==> src/design/mep_pkg.sv <==
// ----------------------------------------------------------------------------
// mep_pkg: shared types and constants of the escape-time pixel block
// field widths, register codes and reset values, palette constants, beat
// structs and the state types of the sequencers
// ----------------------------------------------------------------------------
package mep_pkg;

	localparam int COORD_BITS = 12;
	localparam int COUNT_BITS = 16;
	localparam int CFG_W      = 32;
	localparam int CFG_IDX_W  = 3;

	// register indexes of the configuration port
	typedef enum logic [CFG_IDX_W-1:0] {
		CFG_LEFT_EDGE   = 3'd0,
		CFG_TOP_EDGE    = 3'd1,
		CFG_COLUMN_STEP = 3'd2,
		CFG_ROW_STEP    = 3'd3,
		CFG_ITER_LIMIT  = 3'd4
	} cfg_index_t;

	localparam logic signed [31:0] RST_LEFT_EDGE   = 32'shD8000000;
	localparam logic signed [31:0] RST_TOP_EDGE    = 32'sh13333333;
	localparam logic [30:0]        RST_COLUMN_STEP = 31'd626349;
	localparam logic [30:0]        RST_ROW_STEP    = 31'd920350;
	localparam logic [COUNT_BITS-1:0] RST_ITER_LIMIT = 16'd256;

	// palette: t is a 16 bit fraction, u = 1 - t needs 17 bits
	localparam int T_BITS    = 16;
	localparam int V_BITS    = 17;
	localparam int DIV_STEPS = 16;
	localparam int MUL_STEPS = 4;
	localparam logic [V_BITS-1:0] ONE_T   = 17'h10000;
	localparam logic [V_BITS-1:0] K_RED   = 17'd2295;
	localparam logic [V_BITS-1:0] K_GREEN = 17'd3825;
	localparam logic [V_BITS-1:0] K_BLUE  = 17'd4335;

	typedef struct packed {
		logic [COORD_BITS-1:0] column;
		logic [COORD_BITS-1:0] row;
	} pixel_t;

	typedef struct packed {
		logic [COUNT_BITS-1:0] iterations;
		logic                  inside_res;
		logic [7:0]            red;
		logic [7:0]            green;
		logic [7:0]            blue;
	} result_t;

	typedef struct packed {
		logic                  done;
		logic                  in_set;
		logic [COUNT_BITS-1:0] count;
	} step_stat_t;

	typedef struct packed {
		logic       done;
		logic [7:0] red;
		logic [7:0] green;
		logic [7:0] blue;
	} pal_stat_t;

	typedef enum logic [2:0] {
		ST_IDLE,
		ST_MAP,
		ST_ITER,
		ST_PAL,
		ST_FIN
	} top_state_t;

	typedef enum logic [1:0] {
		STP_IDLE,
		STP_MUL,
		STP_UPD
	} step_state_t;

	typedef enum logic [1:0] {
		PAL_IDLE,
		PAL_DIV,
		PAL_MUL
	} pal_state_t;

	// clamp a palette value to 8 bits
	function automatic logic [7:0] sat8(input logic [17:0] v);
		logic [7:0] r;
		if (v > 18'd255) begin
			r = 8'hFF;
		end else begin
			r = v[7:0];
		end
		return r;
	endfunction

endpackage

==> src/design/mep_map.sv <==
// ----------------------------------------------------------------------------
// mep_map: pixel to complex point
// two stages: column and row times step, then edge offset and saturation
// ----------------------------------------------------------------------------
module mep_map import mep_pkg::*; #(
	parameter int FRAC_BITS = 28
) (
	input  logic                          clk,
	input  logic                          arst_n,
	input  logic                          go,
	input  logic [COORD_BITS-1:0]         column,
	input  logic [COORD_BITS-1:0]         row,
	input  logic signed [31:0]            left_edge,
	input  logic signed [31:0]            top_edge,
	input  logic [30:0]                   column_step,
	input  logic [30:0]                   row_step,
	output logic                          done,
	output logic signed [FRAC_BITS+3:0]   c_re,
	output logic signed [FRAC_BITS+3:0]   c_im
);

	localparam int W   = FRAC_BITS + 4;
	localparam int PRW = COORD_BITS + 31;
	localparam int SW  = (W > PRW + 2) ? W : PRW + 2;
	localparam logic signed [SW-1:0] CMAX = {{(SW-W+1){1'b0}}, {(W-1){1'b1}}};
	localparam logic signed [SW-1:0] CMIN = {{(SW-W+1){1'b1}}, {(W-1){1'b0}}};

	logic [PRW-1:0]        pcol_s1;
	logic [PRW-1:0]        prow_s1;
	logic                  valid_s1;
	logic                  done_q;
	logic signed [W-1:0]   c_re_q;
	logic signed [W-1:0]   c_im_q;
	logic signed [SW-1:0]  sum_re;
	logic signed [SW-1:0]  sum_im;

	function automatic logic [W-1:0] sat_c(input logic signed [SW-1:0] v);
		logic [W-1:0] r;
		if (v > CMAX) begin
			r = CMAX[W-1:0];
		end else if (v < CMIN) begin
			r = CMIN[W-1:0];
		end else begin
			r = v[W-1:0];
		end
		return r;
	endfunction

	always_ff @(posedge clk or negedge arst_n) begin
		if (!arst_n) begin
			valid_s1 <= 1'b0;
			done_q   <= 1'b0;
		end else begin
			valid_s1 <= go;
			done_q   <= valid_s1;
		end
	end

	always_ff @(posedge clk) begin
		if (go) begin
			pcol_s1 <= PRW'(column) * PRW'(column_step);
			prow_s1 <= PRW'(row) * PRW'(row_step);
		end
		if (valid_s1) begin
			c_re_q <= sat_c(sum_re);
			c_im_q <= sat_c(sum_im);
		end
	end

	// exact sums, one saturation at the end
	assign sum_re = {{(SW-32){left_edge[31]}}, left_edge} + {{(SW-PRW){1'b0}}, pcol_s1};
	assign sum_im = {{(SW-32){top_edge[31]}}, top_edge} - {{(SW-PRW){1'b0}}, prow_s1};

	assign done = done_q;
	assign c_re = c_re_q;
	assign c_im = c_im_q;

endmodule

==> config.mk <==
export PLATFORM = sky130hd
export DESIGN_NAME = mep_map
export DESIGN_NICKNAME = d
export VERILOG_FILES = /design/src/design/mep_pkg.sv /design/src/design/mep_map.sv
export SDC_FILE = /design/constraint.sdc
export NUM_CORES = 2
export LEC_CHECK = 0
export BUFFER_PORTS_ARGS = -buffer_cell sky130_fd_sc_hd__buf_2
export CORE_ASPECT_RATIO = 1.75
export CORE_MARGIN = 2
export CORE_UTILIZATION = 45
export CTS_BUF_LIST = sky130_fd_sc_hd__clkbuf_8
export DETAILED_ROUTE_END_ITERATION = 10
export GPL_TIMING_DRIVEN = 1
export MAX_ROUTING_LAYER = met4
export SYNTH_ARGS = -nofsm -noshare
export SYNTH_HDL_FRONTEND = slang
export SYNTH_SLANG_ARGS = --single-unit
==> constraint.sdc <==
create_clock -name clk -period 3.9 [get_ports clk]
set_input_delay 0.975 -clock clk [delete_from_list [all_inputs] [get_ports clk]]
set_output_delay 0.975 -clock clk [all_outputs]
set_load 0.02 [all_outputs]
### Word-level counts from Yosys, hierarchy flattened

Cells that the tools add are included.

* output and inout bits: 65
* logic and storage cells: 16
* input bits: 153
* register bits after elaboration: 152

* multiplexer cells: 2
* $lt $le $gt $ge: 4
* add/sub/neg operators: 2
* multipliers: 2

Operators by type and width (count)
* $gt 45x32->1 const B: 2
* $lt 45x32->1 const B: 2
* $mul 12x31->43: 2
* $mux 32: 2
* $add 32x44->45: 1
* $sub 32x44->45: 1

### Logic depth before layout (Yosys ltp)

* word-level depth: 3
* mapped depth: 24
* depth with buffers taken out: 23

### Worst setup path after synthesis

No wires, ideal clock.

* path type: input to register
* from: input port row_step[7]
* to: register prow_s1[42] (data pin)
* stages: 22
* data required time: 3.640 ns
* data arrival time: 6.478 ns
* path buffers: 1
* setup time: 0.260 ns
* slack: -2.838 ns
* cells stage by stage: clkbuf_1 -> nand2_1 -> fa_1 -> fa_1 -> fa_1 -> inv_1 -> fa_1 -> inv_1 -> fa_1 -> inv_1 -> ha_1 -> o21a_1 -> nor2_1 -> or3b_1 -> a21o_1 -> a211o_1 -> a31o_2 -> a221o_1 -> a21oi_1 -> a221o_1 -> a21oi_1 -> xnor2_1

* longest elaborated chain between the ends: 1

RTL lines
* start, declared: RTL line mep_map.sv:16 `input logic [30:0] row_step,`
* $mul 12x31->43: RTL line mep_map.sv:62 `prow_s1 <= PRW'(row) * PRW'(row_step);`
* end signal, assigned: RTL line mep_map.sv:62
* end, declared: RTL line mep_map.sv:29 `logic [PRW-1:0] prow_s1;`

Every way passes these cells.
A chain may end at the register's enable or synchronous reset.

### Final worst setup path

* from: input port row[4]
* to: register prow_s1[42] (data pin)

* longest elaborated chain between the ends: 1

RTL lines
* start, declared: RTL line mep_map.sv:12 `input logic [COORD_BITS-1:0] row,`
* $mul 12x31->43: RTL line mep_map.sv:62

Every way passes these cells.

==> flow_summary.toml <==
[detailed_routing]
vias = 28457
wire_per_inst_um = 18.0
drt-initial-drc-count = 1086
drc = 0
postRouteAntennaNets = 0
first_pass_iters = 5
wirelength_um = 98900
vias_per_cell = 5.17

[placement]
dp_hpwl_um = 83200
io_buffers = 217
dpl.cell_count = 5350
routabilityCongestion = 0.966

[floorplanning]
dieWidth_um = 208
rows = 130
core-area_sq_mm = 0.0719
io_pins = 218
fp.dieH_um = 361
start_util_pct = 45.6
dieArea_sq_mm = 0.0751

[logic_synthesis]
synthTopCellsByArea = "fa_1 36%, edfxtp_1 14%, ha_1 9.5%"
yosysSeqAreaShare_pct = 13.9
ys_ff_latch = 152
synth_compound_area_share_pct = 11.1
ys_async_sr_fraction_pct = 1.32
synthXorXnorAreaFrac_pct = 4.01
synthSimpleGateAreaFrac_pct = 15.5
avgSynthCellArea_sq_um = 8.94
synth_edf_count = 150
ys_top_cells_by_count = "718 x inv_1, 618 x nand2_1, 582 x fa_1"
synth_most_common_cell = "inv_1"
synth_top_cell_area_share_pct = 35.6
yosys.area.top_type = "fa_1"
synth_flop_cell = "edfxtp_1"
ys_warn_count = 0
synth_area_sq_mm = 0.0328
synth_top_family_by_area = "adder cells"
syn-instance-count = 3663
synth_cell_type_count = 79
synth.net_count = 4648
synthAdderAreaFrac_pct = 45.1
yosys-mux-area-fraction_pct = 0.0611

[setup_path]
worstReg2RegStart = "pcol_s1[1]$_DFFE_PP_"
end_kind = "flop"
critPathTopFamily = "adder cells"
crit_arrival_ns = 6.34
crit_slowest_cell = "fa_1"
cp-start-kind = "input port"
path_common_cell = "fa_1"
cp.depth = 23
crit_type = "in2reg"
timing.rr.end = "c_re[10]$_SDFFCE_PN1P_"
critPathMaxFanout = 5
required_ns = 4.15
cp_slowest_stage_delay_ns = 0.54
crit_buf_inv = 5
reg2reg_slack_ns = -0.10
reg2reg_depth = 16
crit_chain = "buf_12 -> buf_12 -> nand2_4 -> fa_1 -> fa_1 -> fa_1 -> inv_2 -> fa_1 -> inv_2 -> fa_1 -> inv_2 -> ha_4 -> o21a_1 -> nor2_1 -> or3b_1 -> a21o_1 -> a211o_1 -> a31o_4 -> a221o_1 -> a21oi_4 -> a221o_1 -> a21oi_2 -> xnor2_1"
critPathLaunch = "row[4]"
endpoint = "prow_s1[42]$_DFFE_PP_"

[final_layout]
stdcell_count = 5502
nets = 5549
drive_above_1_share_pct = 34.7
area_delta_synth_final_pct = 36.7

[sta]
slew_violations = 0
hold_viol_final = 0
max_slew.worst_pin.slew_ns = 0.841
finClkSkew_ns = 0.0136
timing.final.crit_period_ns = 6.09
fin_crit_sh_pct = 156
fmax_mhz = 164
setup_viol = 135
rsz0062_at_grt = "true"
slew_headroom_pct = 43.9
fin_ws_ns = -2.19

[worst_hold_path]
hp-class = "in2async"

[cts]
root_buffer = "clkbuf_8"
numCtsBuffers = 17
htreeDepth = 4
cts_tree = "built"
cts.clk_slew.worst_paths_ns = 0.08
clk_path_buf_depth = 2
clock-sinks = 152
worstSkewPairLatency_ns = 0.50

[global_route]
grt_max_degree = 66
track_usage_pct = 27.0
grt_pass1_wl_um = 155000
globalRouteOverflowTotal = 0
antenna_found_initial = 4
grt_pass1_vias = 30796

[run]
maxCapViolCount = 0

[run_status]
status = "finished with violations"
violations = "negative setup slack"
-- state kept, by name, summed over array words and instances, names as in the netlist --
signal    count
pcol_s1      43
prow_s1      43
c_im         32
c_re         32
done          1
valid_s1      1
-- per-stage QoR --
step	hold WS, ns	util (%)	cell area (sq um)	setup WS, ns	TNS [ns]
after floorplan	0.679	-	34400	-2.48	-120.85
after global placement	0.734	56.6	40700	-2.79	-195.55
after detailed placement	0.750	56.6	40700	-2.83	-198.86
after CTS	0.203	60.1	43200	-2.12	-102.53
after global routing	0.213	62.3	44800	-2.32	-125.99
final	0.250	62.3	44800	-2.19	-111.63
-- kinds of logic after synthesis --
group,after synthesis
simple gates,1090
xor+xnor,150
buf+inv,889
flops,152
fa+ha+maj,832
mux,2
compound gates,548
-- placed cells by master, fill, tap and decap left out, drive strengths merged, types with 18 or more instances in the layout --
cell,instances
nand3,18
o21ai,154
ha,250
a21oi,143
nor2,83
o21a,30
xnor2,98
buf,1043
clkbuf,26
inv,722
edfxtp,150
and2,220
nand4,27
fa,582
a211oi,23
xor2,52
nand2b,28
nor3,26
a21o,73
nand2,618
-- worst min path at each step --
stage	from	endpoint	cells after the start
floorplan	arst_n	done$_DFF_PN0_	0
global placement	pcol_s1[0]$_DFFE_PP_	c_re[0]$_SDFFCE_PN1P_	3
detailed placement	pcol_s1[0]$_DFFE_PP_	c_re[0]$_SDFFCE_PN1P_	3
CTS	arst_n	valid_s1$_DFF_PN0_	1
global route	arst_n	valid_s1$_DFF_PN0_	1
finish	arst_n	valid_s1$_DFF_PN0_	1
-- worst reg2reg max path: stages (launching register included) --
cell      delay (ns)
edfxtp_1        0.48
ha_4            0.27
a211oi_4        0.25
o211ai_1        0.22
a311oi_2        0.41
buf_4           0.19
o21ai_4         0.08
o31ai_2         0.23
buf_4           0.19
o21bai_2        0.08
xor2_1          0.15
nor3_1          0.21
nand4b_1        0.18
o41ai_4         0.33
buf_6           0.23
buf_12          0.18
o21ai_2         0.07
-- per-layer routing --
layer  GRT usage (%)  wire length [um]
met2            53.0             56600
met1            26.5             33800
met3            1.85              2740
met4            13.2              5710
met5               -                 0
-- repair_timing --
item | in CTS | in global routing
hold buffers | 0 | 0
setup buffers | 67 | 58
cloned | 8 | 4
resized for setup | 356 | 284
endpoints found under the setup margin | 135 | 136
endpoints found under the hold margin | 0 | 0
pin swaps | 184 | 192
-- cell type report --
| type | instances | area [sq um] |
|---|---|---|
| timing repair buffer | 1052 | 8630 |
| multi-input combinational | 2622 | 27400 |
| tap | 924 | 1160 |
| antenna | 3 | 7.51 |
| sequential | 152 | 4560 |
| clock buffer | 17 | 234 |
| clock inverter | 13 | 133 |
| inverter | 719 | 2710 |
| fill | 6218 | 27100 |
Power is left out: the tool's default activity adds up to more than one toggle a clock period on the data nets, which glitch-free logic cannot reach.
