<file path="config.mk">
export PLATFORM = sky130hd
export DESIGN_NAME = mep_palette
export DESIGN_NICKNAME = d
export VERILOG_FILES = /design/src/design/mep_pkg.sv /design/src/design/mep_palette.sv
export SDC_FILE = /design/constraint.sdc
export NUM_CORES = 2
export LEC_CHECK = 0
export BUFFER_PORTS_ARGS = -buffer_cell sky130_fd_sc_hd__clkbuf_2
export CAP_MARGIN = 20
export CELL_PAD_IN_SITES_DETAIL_PLACEMENT = 0
export CELL_PAD_IN_SITES_GLOBAL_PLACEMENT = 1
export CORE_AREA = 2 2 337 339
export DETAILED_ROUTE_END_ITERATION = 7
export DIE_AREA = 0 0 339 341
export GPL_TIMING_DRIVEN = 1
export PLACE_DENSITY = 0.65
export SLEW_MARGIN = 40
export SYNTH_ARGS = -nofsm -noshare
export SYNTH_HDL_FRONTEND = slang
export SYNTH_SLANG_ARGS = --single-unit
</file>
<file path="constraint.sdc">
create_clock -name clk -period 8.7 [get_ports clk]
set_input_delay 1.74 -clock clk [delete_from_list [all_inputs] [get_ports clk]]
set_output_delay 1.74 -clock clk [all_outputs]
set_load 0.02 [all_outputs]
</file>
<file path="src/design/mep_pkg.sv">
// ----------------------------------------------------------------------------
// mep_pkg: shared types and constants of the escape-time pixel block
// field widths, register codes and reset values, palette constants, beat
// structs and the state types of the sequencers
// ----------------------------------------------------------------------------
package mep_pkg;

	localparam int COORD_BITS = 12;
	localparam int COUNT_BITS = 16;
	localparam int CFG_W      = 32;
	localparam int CFG_IDX_W  = 3;

	// register indexes of the configuration port
	typedef enum logic [CFG_IDX_W-1:0] {
		CFG_LEFT_EDGE   = 3'd0,
		CFG_TOP_EDGE    = 3'd1,
		CFG_COLUMN_STEP = 3'd2,
		CFG_ROW_STEP    = 3'd3,
		CFG_ITER_LIMIT  = 3'd4
	} cfg_index_t;

	localparam logic signed [31:0] RST_LEFT_EDGE   = 32'shD8000000;
	localparam logic signed [31:0] RST_TOP_EDGE    = 32'sh13333333;
	localparam logic [30:0]        RST_COLUMN_STEP = 31'd626349;
	localparam logic [30:0]        RST_ROW_STEP    = 31'd920350;
	localparam logic [COUNT_BITS-1:0] RST_ITER_LIMIT = 16'd256;

	// palette: t is a 16 bit fraction, u = 1 - t needs 17 bits
	localparam int T_BITS    = 16;
	localparam int V_BITS    = 17;
	localparam int DIV_STEPS = 16;
	localparam int MUL_STEPS = 4;
	localparam logic [V_BITS-1:0] ONE_T   = 17'h10000;
	localparam logic [V_BITS-1:0] K_RED   = 17'd2295;
	localparam logic [V_BITS-1:0] K_GREEN = 17'd3825;
	localparam logic [V_BITS-1:0] K_BLUE  = 17'd4335;

	typedef struct packed {
		logic [COORD_BITS-1:0] column;
		logic [COORD_BITS-1:0] row;
	} pixel_t;

	typedef struct packed {
		logic [COUNT_BITS-1:0] iterations;
		logic                  inside_res;
		logic [7:0]            red;
		logic [7:0]            green;
		logic [7:0]            blue;
	} result_t;

	typedef struct packed {
		logic                  done;
		logic                  in_set;
		logic [COUNT_BITS-1:0] count;
	} step_stat_t;

	typedef struct packed {
		logic       done;
		logic [7:0] red;
		logic [7:0] green;
		logic [7:0] blue;
	} pal_stat_t;

	typedef enum logic [2:0] {
		ST_IDLE,
		ST_MAP,
		ST_ITER,
		ST_PAL,
		ST_FIN
	} top_state_t;

	typedef enum logic [1:0] {
		STP_IDLE,
		STP_MUL,
		STP_UPD
	} step_state_t;

	typedef enum logic [1:0] {
		PAL_IDLE,
		PAL_DIV,
		PAL_MUL
	} pal_state_t;

	// clamp a palette value to 8 bits
	function automatic logic [7:0] sat8(input logic [17:0] v);
		logic [7:0] r;
		if (v > 18'd255) begin
			r = 8'hFF;
		end else begin
			r = v[7:0];
		end
		return r;
	endfunction

endpackage

</file>
<file path="src/design/mep_palette.sv">
// ----------------------------------------------------------------------------
// mep_palette: polynomial colour of an escaped point
// restoring division for t = count/limit, one quotient bit a cycle, then four
// multiply steps in three colour lanes
// ----------------------------------------------------------------------------
module mep_palette import mep_pkg::*; (
	input  logic                   clk,
	input  logic                   arst_n,
	input  logic                   start,
	input  logic [COUNT_BITS-1:0]  count,
	input  logic [COUNT_BITS-1:0]  iter_limit,
	output pal_stat_t              stat
);

	localparam int CW = $clog2(DIV_STEPS);

	pal_state_t               state_q;
	pal_state_t               state_d;
	logic [CW-1:0]            cnt_q;
	logic                     done_q;
	logic [COUNT_BITS-1:0]    rem_q;
	logic [T_BITS-1:0]        quo_q;
	logic [COUNT_BITS:0]      r2;
	logic [COUNT_BITS:0]      r2_sub;
	logic                     ge;

	logic [V_BITS-1:0]        t17;
	logic [V_BITS-1:0]        u17;
	logic [V_BITS-1:0]        rv_q;
	logic [V_BITS-1:0]        gv_q;
	logic [V_BITS-1:0]        bv_q;
	logic [V_BITS-1:0]        ra;
	logic [V_BITS-1:0]        rb;
	logic [V_BITS-1:0]        ga;
	logic [V_BITS-1:0]        gb;
	logic [V_BITS-1:0]        ba;
	logic [V_BITS-1:0]        bb;
	logic [2*V_BITS-1:0]      rp;
	logic [2*V_BITS-1:0]      gp;
	logic [2*V_BITS-1:0]      bp;
	logic [7:0]               red_q;
	logic [7:0]               green_q;
	logic [7:0]               blue_q;
	logic                     div_last;
	logic                     mul_last;

	// one restoring division step
	assign r2     = {rem_q, 1'b0};
	assign ge     = (r2 >= {1'b0, iter_limit});
	assign r2_sub = r2 - {1'b0, iter_limit};

	assign t17 = {1'b0, quo_q};
	assign u17 = ONE_T - t17;

	assign div_last = (cnt_q == CW'(DIV_STEPS - 1));
	assign mul_last = (cnt_q == CW'(MUL_STEPS - 1));

	// lane operands per multiply step
	always_comb begin
		ra = rv_q;
		ga = gv_q;
		ba = bv_q;
		unique case (cnt_q[1:0])
			2'd0: begin
				ra = t17; rb = t17;
				ga = t17; gb = u17;
				ba = u17; bb = u17;
			end
			2'd1: begin
				rb = t17;
				gb = t17;
				bb = u17;
			end
			2'd2: begin
				rb = u17;
				gb = u17;
				bb = t17;
			end
			default: begin
				rb = K_RED;
				gb = K_GREEN;
				bb = K_BLUE;
			end
		endcase
		rp = ra * rb;
		gp = ga * gb;
		bp = ba * bb;
	end

	always_ff @(posedge clk or negedge arst_n) begin
		if (!arst_n) begin
			state_q <= PAL_IDLE;
			cnt_q   <= '0;
			done_q  <= 1'b0;
		end else begin
			state_q <= state_d;
			done_q  <= (state_q == PAL_MUL) && mul_last;
			if (state_q == PAL_IDLE || (state_q == PAL_DIV && div_last) ||
			    (state_q == PAL_MUL && mul_last)) begin
				cnt_q <= '0;
			end else begin
				cnt_q <= cnt_q + 1'b1;
			end
		end
	end

	always_comb begin
		state_d = state_q;
		unique case (state_q)
			PAL_IDLE: begin
				if (start) begin
					state_d = PAL_DIV;
				end
			end
			PAL_DIV: begin
				if (div_last) begin
					state_d = PAL_MUL;
				end
			end
			PAL_MUL: begin
				if (mul_last) begin
					state_d = PAL_IDLE;
				end
			end
			default: state_d = PAL_IDLE;
		endcase
	end

	always_ff @(posedge clk) begin
		if (state_q == PAL_IDLE && start) begin
			rem_q <= count;
			quo_q <= '0;
		end else if (state_q == PAL_DIV) begin
			rem_q <= ge ? r2_sub[COUNT_BITS-1:0] : r2[COUNT_BITS-1:0];
			quo_q <= {quo_q[T_BITS-2:0], ge};
		end
		if (state_q == PAL_MUL) begin
			if (mul_last) begin
				red_q   <= sat8(rp[33:16]);
				green_q <= sat8(gp[33:16]);
				blue_q  <= sat8({1'b0, bp[33:17]});
			end else begin
				rv_q <= rp[32:16];
				gv_q <= gp[32:16];
				bv_q <= bp[32:16];
			end
		end
	end

	assign stat.done  = done_q;
	assign stat.red   = red_q;
	assign stat.green = green_q;
	assign stat.blue  = blue_q;

endmodule

</file>
; Word-level counts from Yosys, hierarchy flattened
; Index checks and enable logic that the tools add are counted.
[op_classes]
add_sub_neg = 3
mul = 3
n_lt_le_gt_ge = 4
n_eq_ne = 9
n_mux = 14
bitwise_logic = 1
reduce_logical = 13
[op_table]
columns = operator, n
row1 = $mul 17x17->34, 3
row2 = $pmux 17 s2, 3
row3 = $mux 17, 3
row4 = $mux 16, 3
row5 = $gt 18x8->1 const B, 2
row6 = $ge 17x16->1, 1
row7 = $gt 17x8->1 const B, 1
row8 = $sub 17x16->17 const A, 1
row9 = $sub 16x16->16, 1
row10 = $mux 2, 3
row11 = $ne 2x2->1 const B, 3
row12 = $pmux 2 s3, 1
row13 = $add 4x1->4 const B, 1
row14 = $eq 2x1->1 const B, 2
row15 = $eq 2x2->1 const B, 2
row16 = $eq 4x2->1 const B, 1
row17 = $eq 4x4->1 const B, 1
row18 = $logic_not 2->1, 2
row19 = $mux 4, 1
row20 = $reduce_and 2->1, 2
row21 = $reduce_or 2->1, 2
row22 = $logic_and 1x1->1, 3
row23 = $reduce_and 3->1, 1
row24 = $logic_or 1x1->1, 2
row25 = 2 further kinds, 2
[word_totals]
regBits = 114
wordCells = 58

; Depth between registers and ports, before layout
[logic_depth]
depth_word = 5
mapped_depth = 37
depth_no_buf = 34

; Worst setup path after synthesis
; Ideal clock, no wire load.
[synth_path]
kind = flip-flop to flip-flop
from = register quo_q[1]
to = register blue_q[0] (data pin)
t_arrival_ns = 8.895
required_ns = 8.442
setup_slack_ns = -0.454
path_stages_with_launch = 34
path_buffers = 3
path_cell_list = dfxtp_1 > buf_6 > or4_4 > or4_4 > or3_4 > or3_4 > nor3_4 > xnor2_1 > mux2_2 > buf_6 > nand2_1 > fa_1 > inv_1 > fa_1 > inv_1 > fa_1 > inv_1 > fa_1 > fa_1 > inv_1 > fa_1 > inv_1 > ha_1 > nand2_1 > o21bai_1 > nor3_1 > o21ai_0 > and3_1 > buf_2 > or2_2 > o311ai_0 > o211ai_1 > nor4_1 > or2b_1
[synth_between]
elab_chain_len = 4
elab_cells_between_ends = 5
[synth_lines]
columns = item, line
row1 = from (decl), mep_palette.sv:22  ; logic [T_BITS-1:0] quo_q;
row2 = from (signal assigned), mep_palette.sv:135  ; quo_q <= {quo_q[T_BITS-2:0], ge};
row3 = $sub 17x16->17, mep_palette.sv:53  ; assign u17 = ONE_T - t17;
row4 = $pmux 17 s2 / $mux 17 (equally long branches), mep_palette.sv:63  ; unique case (cnt_q[1:0])
row5 = $mul 17x17->34 (*), mep_palette.sv:87  ; bp = ba * bb;
row6 = $gt 17x8->1, mep_pkg.sv:87  ; if (v > 18'd255) begin
row7 = to (signal assigned), mep_palette.sv:141  ; blue_q <= sat8({1'b0, bp[33:17]});
row8 = to (decl), mep_palette.sv:43  ; logic [7:0] blue_q;
; Every way passes the cells marked *; elsewhere a longest branch is shown, timed or not.
; A chain may end at the register's enable or synchronous reset.

; Worst setup path in the final report
[layout_path]
from = register quo_q[0]
to = register blue_q[0] (data pin)
[layout_between]
elab_chain_len = 4
elab_cells_between_ends = 5
[layout_lines]
columns = item, line
row1 = $sub 17x16->17, mep_palette.sv:53
row2 = $pmux 17 s2 / $mux 17 (equally long branches), mep_palette.sv:63
row3 = $mul 17x17->34 (*), mep_palette.sv:87
row4 = net bp[31], mep_palette.sv:40  ; logic [2*V_BITS-1:0] bp;
row5 = $gt 17x8->1 (*), mep_pkg.sv:87
; The timed path passes the listed nets; every way through them passes the cells marked *.

==> summary.md <==
| Metric | Value |
|---|---|
| RSZ-0062 raised after global routing | `yes` |
| Commonest cells after routing, fill and taps aside | `inv_1, nand2_1, fa_1` |
| Min-delay src | `cnt_q[0]$_DFF_PN0_` |
| Post-DP Area | `38,500 sq um` |
| DR vias/cell | `~4.7` |
| Number of diodes | `0` |
| Nets | `roughly 5,300` |
| Most used cell, CP | `fa_1` |
| CP max-delay cell | `fa_1` |
| Post-DP HPWL | `about 89,000 um` |
| Commonest register cell after synthesis | `edfxtp_1` |
| CTS buffer count | `17` |
| CP Data Required Time | `8.90 ns` |
| Hold Path Class | `reg -> reg` |
| Synth Warn # | `0` |
| Syn Inst Count | `4,070` |
| Die area | `116,000 sq um` |
| Synth Net Count | `5,112` |
| First-pass GRT wire length | `around 170,000 um` |
| Library cells used by synthesis | `81` |
| FILL cells | `11,700` |
| H-tree depth | `4` |
| CTS tree | `built` |
| Run status | `finished, violations left` |
| Core Area | `112,000 sq um` |
| Post-route cell area | `39,600 sq um` |
| Row cnt | `approximately 120` |
| Ratio of cells with drive above 1 in the final layout | `0.129` |
| Post-Place Setup Slack | `-0.241 ns` |
| Fin. Hold Viols | `0` |
| Post-synth EDFFs | `91` |
| P&R area growth vs syn | `15.1%` |
| Hold depth | `1` |
| Sequential area share after synthesis | `0.0937` |
| R2r setup slk | `-0.08 ns` |
| Maximum root-to-sink buffer count | `2` |
| Syn Std Cell Area | `34,500 sq um` |
| DRT iter0 DRCs | `1,649` |
| Routed wire length | `roughly 100,000 um` |
| Antenna violations before repair | `3` |
| Post-synthesis register bit count | `114` |
| FFs w/ async S/R, synth | `0.0614` |
| Final Cycle Share | `1.01` |
| RePlAce Congestion | `roughly 0.92` |
| Synth top area cells | `fa_1, ha_1, inv_1` |
| Grt total ovfl | `0` |
| Hold buffers post-CTS | `0` |
| Critical Path Max Stage Delay | `around 0.57 ns` |
| Die X | `roughly 340 um` |
| Crit Path Category | `reg -> reg` |
| Worst Path Arrival | `8.98 ns` |
| Total number of vias | `27,600` |
| Max_slew headroom | `0.405` |
| CTS Sinks | `114` |
| Most common cell after layout, fill and taps aside | `inv_1` |
| Critical path peak fanout | `7` |
| Slew Viols, Final | `0` |
| RR Startpoint | `quo_q[0]$_SDFFE_PP0P_` |
| Critical R2R Capture | `blue_q[0]$_SDFFCE_PN1P_` |
| Detail Route Antenna Nets | `0` |
| Failing checks | `setup timing` |
| WL per Instance | `18.0 um` |
| Slew @ Worst Pin | `0.885 ns` |
| Worst r2r path cells | `31` |
| Initial core utilization | `0.308` |
| CP startpoint kind | `register` |
| Clock transition at path regs | `0.06 ns` |
| Final setup fails | `16` |
| Cell taking the most area after synthesis | `fa_1` |
| Mean Syn Cell Area | `8.47 sq um` |
| Peak Freq | `0.114 GHz` |
| Hold Crit Endpoint | `cnt_q[0]$_DFF_PN0_` |
| Number of remaining DRC errors | `0` |
| Root buffer cell | `clkbuf_16` |
| Final Skew | `0.0148 ns` |
| Area share of the largest cell type after synthesis | `0.387` |
| Top Ports | `60` |
| Die height | `341 um` |
| DRT Pass-1 Iters | `5` |
| Port Buf Inserts | `59` |
| Clock insertion delay at the later pin of the skew report | `0.45 ns` |
| Min cycle time layout | `8.78 ns` |
| CP endpoint kind | `register` |
| Pin count of the biggest net entering global routing | `71` |
| MaxCap Viol Count | `0` |
| PnR worst setup slack | `-0.0805 ns` |
| Aggregate global-route resource usage | `0.185` |
| Vias in the first global route | `28,700` |
-- metal layers --
| metal | global-route usage | part of all wire |
|---|---|---|
| met1 | 0.242 | 0.43 |
| met5 | 0 | 0.00012 |
| met4 | 0.0606 | 0.032 |
| met2 | 0.323 | 0.49 |
| met3 | 0.0167 | 0.040 |
-- logic make-up after synthesis --
| family | after synthesis | share of synthesized area |
|---|---|---|
| AO/OA/AOI/OAI | 419 | 0.0789 |
| XOR/XNOR | 74 | 0.0188 |
| adder cells (fa/ha/maj) | 1007 | 0.511 |
| buffers and inverters | 1114 | 0.123 |
| flip-flops | 114 | 0.0937 |
| multiplexers | 43 | 0.0131 |
| AND/OR/NAND/NOR | 1299 | 0.161 |
-- through the flow --
stage	instances	util	TNS [ns]	hold WS, ns
after CTS	5809	0.351	-0.980	0.605
final	5815	0.354	-0.831	0.601
after global placement	5771	0.343	-2.52	0.592
after floorplan	4070	-	-0.0259	0.522
after global routing	5815	0.354	-5.87	0.621
after detailed placement	5772	0.344	-3.07	0.597
-- cells in the mapped netlist (10+ instances only) --
library cell and count:
inv_1 951, nand2_1 673, fa_1 667, nor2_1 367, ha_1 340, clkbuf_1 136, a21oi_1 98, edfxtp_1 91
o21ai_0 86, xnor2_1 48, nor3_1 43, o21a_1 41, a21o_1 38, and2_1 31, nand2b_1 27, mux2i_1 26
xor2_1 26, and3_1 25, nor2b_1 22, nand3_1 21, o31ai_1 20, o21ai_1 18, mux2_2 17, dfxtp_1 16
or3_1 14, o31a_1 12, nand4_1 11, a21boi_0 10, nand2_2 10, o211ai_1 10, o21bai_1 10
-- worst max-delay path by stage --
stage / start / to / slack (ns) / cells past startpoint
final: quo_q[0]$_SDFFE_PP0P_ / blue_q[0]$_SDFFCE_PN1P_ / -0.08 / 31
after global routing: quo_q[0]$_SDFFE_PP0P_ / green_q[3]$_SDFFCE_PN1P_ / -0.35 / 31
after CTS: quo_q[0]$_SDFFE_PP0P_ / green_q[2]$_SDFFCE_PN1P_ / -0.09 / 32
after detailed placement: quo_q[0]$_SDFFE_PP0P_ / green_q[2]$_SDFFCE_PN1P_ / -0.24 / 32
after global placement: cnt_q[0]$_DFF_PN0_ / blue_q[7]$_SDFFCE_PN1P_ / -0.22 / 26
after floorplan: quo_q[1]$_SDFFE_PP0P_ / blue_q[0]$_SDFFCE_PN1P_ / -0.01 / 33
-- sequential cells by signal (all words and copies together), names as in the netlist, 4 cells and up --
signal,cells
red_q,8
cnt_q,4
gv_q,17
rv_q,17
blue_q,8
rem_q,16
quo_q,16
green_q,8
bv_q,17
-- what timing repair did --
action,CTS,global route
endpoints found under the hold margin,0,0
gates resized for setup,26,81
setup buffers,5,7
setup endpoints to repair,17,30
pin swaps,25,57
-- layout make-up --
class,count,area [sq um],share of cell area
Clock buffer,17,425,0.0107
Sequential cell,114,3230,0.0815
Timing Repair Buffer,374,2730,0.0689
Clock inverter,15,179,0.00451
Tap cell,1500,1880,0.0473
Inverter,953,3580,0.0902
Multi-Input combinational cell,2842,27600,0.697
-- critical path, delay by kind of cell, from the launching register on --
| kind | cells | cell delay (ns) |
|---|---|---|
| compound gates | 6 | 0.92 |
| simple gates | 12 | 3.35 |
| xor+xnor | 1 | 0.12 |
| flops | 1 | 0.32 |
| fa+ha+maj | 7 | 3.34 |
| buf+inv | 5 | 0.48 |
Power is left out: the tool's default activity adds up to more than one toggle a clock period on the data nets, which glitch-free logic cannot reach.
